<file path="src/design/hsa_free_stack.sv">
// Free-slot stack: a synchronous memory with a registered pop read.
// Depends on hsa_pkg only through the slot width passed by the parent.
`default_nettype none
module hsa_free_stack #(
  parameter int unsigned DEPTH = 128,
  parameter int unsigned AW    = 7
) (
  input  wire logic          clk,
  input  wire logic          wr_en,
  input  wire logic [AW-1:0] wr_addr,
  input  wire logic [AW-1:0] wr_data,
  input  wire logic [AW-1:0] rd_addr,
  output logic      [AW-1:0] rd_data
);
  logic [AW-1:0] mem [DEPTH];
  always_ff @(posedge clk) begin
    if (wr_en) begin
      mem[wr_addr] <= wr_data;
    end
    rd_data <= mem[rd_addr];
  end
endmodule
`default_nettype wire

</file>
<file path="config.mk">
export PLATFORM = sky130hd
export DESIGN_NAME = hsa_free_stack
export DESIGN_NICKNAME = d
export VERILOG_FILES = /design/src/design/hsa_free_stack.sv
export SDC_FILE = /design/constraint.sdc
export NUM_CORES = 1
export LEC_CHECK = 0
export ABC_AREA = 1
export BUFFER_PORTS_ARGS = -buffer_cell sky130_fd_sc_hd__buf_2
export CORE_MARGIN = 2
export CORE_UTILIZATION = 47
export DETAILED_ROUTE_END_ITERATION = 7
export HOLD_SLACK_MARGIN = 0.06
export PLACE_DENSITY = 0.69
export SLEW_MARGIN = 5
export SYNTH_ARGS = -nofsm -noshare
export SYNTH_HDL_FRONTEND = slang
export SYNTH_SLANG_ARGS = --single-unit
export TNS_END_PERCENT = 50
</file>
<file path="constraint.sdc">
create_clock -name clk -period 1.6 [get_ports clk]
set_clock_uncertainty 0.05 [all_clocks]
set_input_delay 0.08 -clock clk [delete_from_list [all_inputs] [get_ports clk]]
set_output_delay 0.08 -clock clk [all_outputs]
set_load 0.01 [all_outputs]
</file>
# Yosys cells after proc, flatten, opt, wreduce, memory -nomap -nowiden
# Memory sizes are Yosys's and may differ from the RTL's. A register that Yosys moved wholly into a read port is not among the register bits.
# Index checks and enable logic that the tools add are counted.
# W data, S select, Z words.
# op_classes
n_reduce_logical	0
n_lt_le_gt_ge	0
n_mux	2
bitwise	0
eq_ne	0
n_mul	0
n_div	0
addsub	0
shift	0
# ops
cell	n
$mux W1	2
# word_totals
input_bits	23
latch_bits	0
mem_bits_rw	896
n_memories	1
rom_bits	0
ff_bits	0
# mem_list
name	words	word_bits	read_ports	rd_ports_with_merged_regs	write_ports	line	rtl
mem	128	7	1	1	1	15	logic [AW-1:0] mem [DEPTH];

# Longest topological paths before layout
# depth
ltp_word	2
ltp_mapped	14

# Least setup slack after synthesis
# No wires, ideal clock.
# synth_path
path_kind	in2reg
start	input wr_en
end	memory mem[105][0], enable pin
setup_slack_ns	0.166
t_arrival_ns	1.024
required_ns	1.190
n_path_buf	2
cell_stages	4
path_cell_list	clkbuf_1 nand2_1 clkbuf_1 nor2_1
# synth_between
elab_chain_len	2
# synth_rtl
item	line	rtl
from (decl)	9	input wire logic wr_en,
$mux W1	17	if (wr_en) begin
$mux W1 (implied by the code)	18	mem[wr_addr] <= wr_data;
to (decl)	15	
# Every way passes these cells.

==> results.py <==
metrics = {
    "status": {
        "status": "complete, no violations",
    },
    "placed_design": {
        "dp_hpwl_mm": 58.6,
        "dp.cells": 4315,
        "placed_area_um2": 40300,
        "port_buffers": 29,
        "routabilityCongestion": 0.869,
    },
    "layout": {
        "n_antenna_cell": 0,
        "num-nets-final": 3390,
        "layout.cells.non_filler": 4488,
        "layout_common_cells": "nand2_1 (1,064), edfxtp_1 (896), nand3_1 (807)",
        "nFillCells": 6410,
        "areaGrowthSynthToFinish_pct": 16.7,
        "fin_area_um2": 43300,
        "multi_input_area_um2": 8670,
        "final_common_cell": "nand2_1",
        "drive_above_1_share_pct": 13.1,
        "seq_area_um2": 27000,
    },
    "sta": {
        "relSlewSlack_pct": 69.9,
        "fmax_mhz": 652,
        "min_period_ns": 1.53,
        "hold_viol_final": 0,
        "worst_pin_slew_ns": 0.450,
        "hold_slack_ns": 0.110,
        "setup_viol": 0,
        "finalMaxSlewViolations": 0,
        "period_share_pct": 95.8,
        "rsz0062_at_grt": "yes",
    },
    "worst_setup_path": {
        "crit_path_start_kind": "flip-flop",
        "startpoint": "mem[123][6]",
        "cp_data_arrival_time_ns": 2.03,
        "critPathRequiredTime_ns": 2.10,
        "crit_type": "reg2reg",
        "path_max_fanout": 1,
        "r2r-start": "mem[123][6]",
        "cp-end-kind": "flip-flop",
    },
    "yosys": {
        "ys_seq_area_share_pct": 72.9,
        "yosysTopAreaCell": "edfxtp_1",
        "synthCells": 3152,
        "syn-num-nets": 3175,
        "ys_ff_latch": 903,
        "synth_area_um2": 37100,
        "synth_top_family_by_area": "simple AND/OR/NAND/NOR gates",
        "synth_top_area_share_pct": 72.5,
        "synth_mux_area_share_pct": 0,
        "yosys_warnings": 0,
        "synth_compound_area_share_pct": 0,
        "ys_top_cells_by_area": "edfxtp_1 (73%), nand3_1 (11%), nand2_1 (11%)",
        "synth_xor_area_share_pct": 0,
        "synth_fa_ha_area_share_pct": 0,
        "synthDistinctLibCells": 16,
        "synth_simple_gate_area_share_pct": 23.2,
        "postSynthAreaPerCell_um2": 11.8,
    },
    "run": {
        "max_cap_viol_count": 0,
    },
    "clock_network": {
        "cts_tree": "yes",
        "cts_buffer_depth": 3,
        "path_clk_slew_ns": 0.06,
        "cts_sinks": 903,
        "worstSkewPairLatency_ns": 0.67,
        "cts_made_buffers": 90,
        "cts_max_level": 3,
        "cts-root-buf": "clkbuf_16",
    },
    "drt": {
        "wl_per_cell_um": 21.0,
        "drc_errors": 0,
        "drt_first_pass_iters": 6,
        "wirelength_mm": 94.0,
        "routed_via_density": 5.51,
        "drt_iter0_markers": 3091,
        "vias": 24747,
        "ant_nets": 0,
    },
    "floorplanning": {
        "core_area_um2": 78600,
        "die_area_um2": 81200,
        "start_util_pct": 47.2,
        "std_cell_rows": 103,
        "io_pins": 30,
        "die_width_um": 285,
        "die_h_um": 285,
    },
    "pwr": {
        "powerDensity_nw_per_um2": 1160,
        "cellLeakagePower_uw": 0.0158,
        "ir_worst_vdd_mv": 0.824,
    },
    "worst_hold_path": {
        "hold_path_class": "in2reg",
        "hold_start": "wr_en",
    },
    "global_route": {
        "grt_pass1_wl_mm": 144,
        "grt.overflow.total": 0,
        "grt_antenna_before_repair": 4,
        "grt_pass1_vias": 23952,
        "grt_start_max_net_pins": 81,
        "track_usage_pct": 23.3,
    },
}
[synth_stat cells]
| master | n |
|---|---|
| nor2_1 | 134 |
| nand3_1 | 815 |
| dfxtp_1 | 7 |
| buf_2 | 84 |
| buf_1 | 13 |
| clkbuf_1 | 30 |
| nand2_1 | 1066 |
| buf_4 | 29 |
| inv_4 | 1 |
| nor3_1 | 8 |
| buf_6 | 44 |
| edfxtp_1 | 896 |
| buf_8 | 2 |
| inv_1 | 21 |
| inv_2 | 1 |
| inv_6 | 1 |
[logic make-up (layout without fill, tap and decap cells)]
group / Yosys count / in the layout
buf+inv: 226 / 512
flops: 903 / 903
simple gates: 2023 / 2023
[critical path, stage by stage, from the launching register on]
cell      delay (ns)
edfxtp_1        0.36
nand2_1         0.07
nand3_1         0.10
nand3_1         0.12
nand3_1         0.14
nand2_1         0.10
nand2_1         0.05
nand3_1         0.14
nand2_1         0.13
nand2_1         0.10
nand2_1         0.06
[through the flow]
step / setup TNS (ns) / utilization [%] / total power (uW) / worst slack [ns]
global placement: -8.64 / 51.3 / 30000 / -0.313
floorplan: 0 / - / 28400 / 0.166
global route: -0.00169 / 55.1 / 51500 / -0.00169
detailed placement: -16.00 / 51.3 / 30000 / -0.307
finish: 0 / 55.1 / 50100 / 0.0671
CTS: 0 / 55.0 / 50300 / 0.0503
[layer usage]
layer | part of all wire, % | track usage [%] | vias to the layer above
met5 | 0.041 | 0 | -
met4 | 3.4 | 9.31 | 6
li1 | - | - | 11525
met2 | 48 | 37.4 | 1111
met3 | 8.5 | 3.98 | 199
met1 | 40 | 31.8 | 11906
[layout make-up]
type | instances | share of cell area [%]
Inverter | 24 | 0.254
Clock inverter | 53 | 1.06
Sequential cell | 903 | 62.5
Timing Repair Buffer | 325 | 7.63
Clock buffer | 110 | 5.52
Tap cell | 1050 | 3.03
Multi-Input combinational cell | 2023 | 20.0
[registers in the layout, indices dropped and copies added, names as in the netlist]
register	flops
mem	896
rd_data	7
[path summary, 6_finish.rpt]
check	end	slack (ns)	depth (start not counted)
worst min-delay path	mem[124][5]	0.11	4
worst max register to register	rd_data[6]	0.07	10
worst max-delay path	rd_data[6]	0.07	10
worst min register to register	rd_data[2]	0.90	10
[where the power goes]
group	total [uW]	leakage [uW]	internal [uW]	switching [uW]
registers	26200	0.00811	26100	70.0
clock network	20500	0.00139	11700	8730
logic	3420	0.00630	1080	2340
[what timing repair did]
action                                  in CTS  in global routing
hold endpoints to repair                   859                  0
resized for setup                            0                 10
buffers inserted                             0                  0
hold buffers                                10                  0
endpoints found under the setup margin       0                  4
Note: power is estimated with default switching activity, not from simulation.
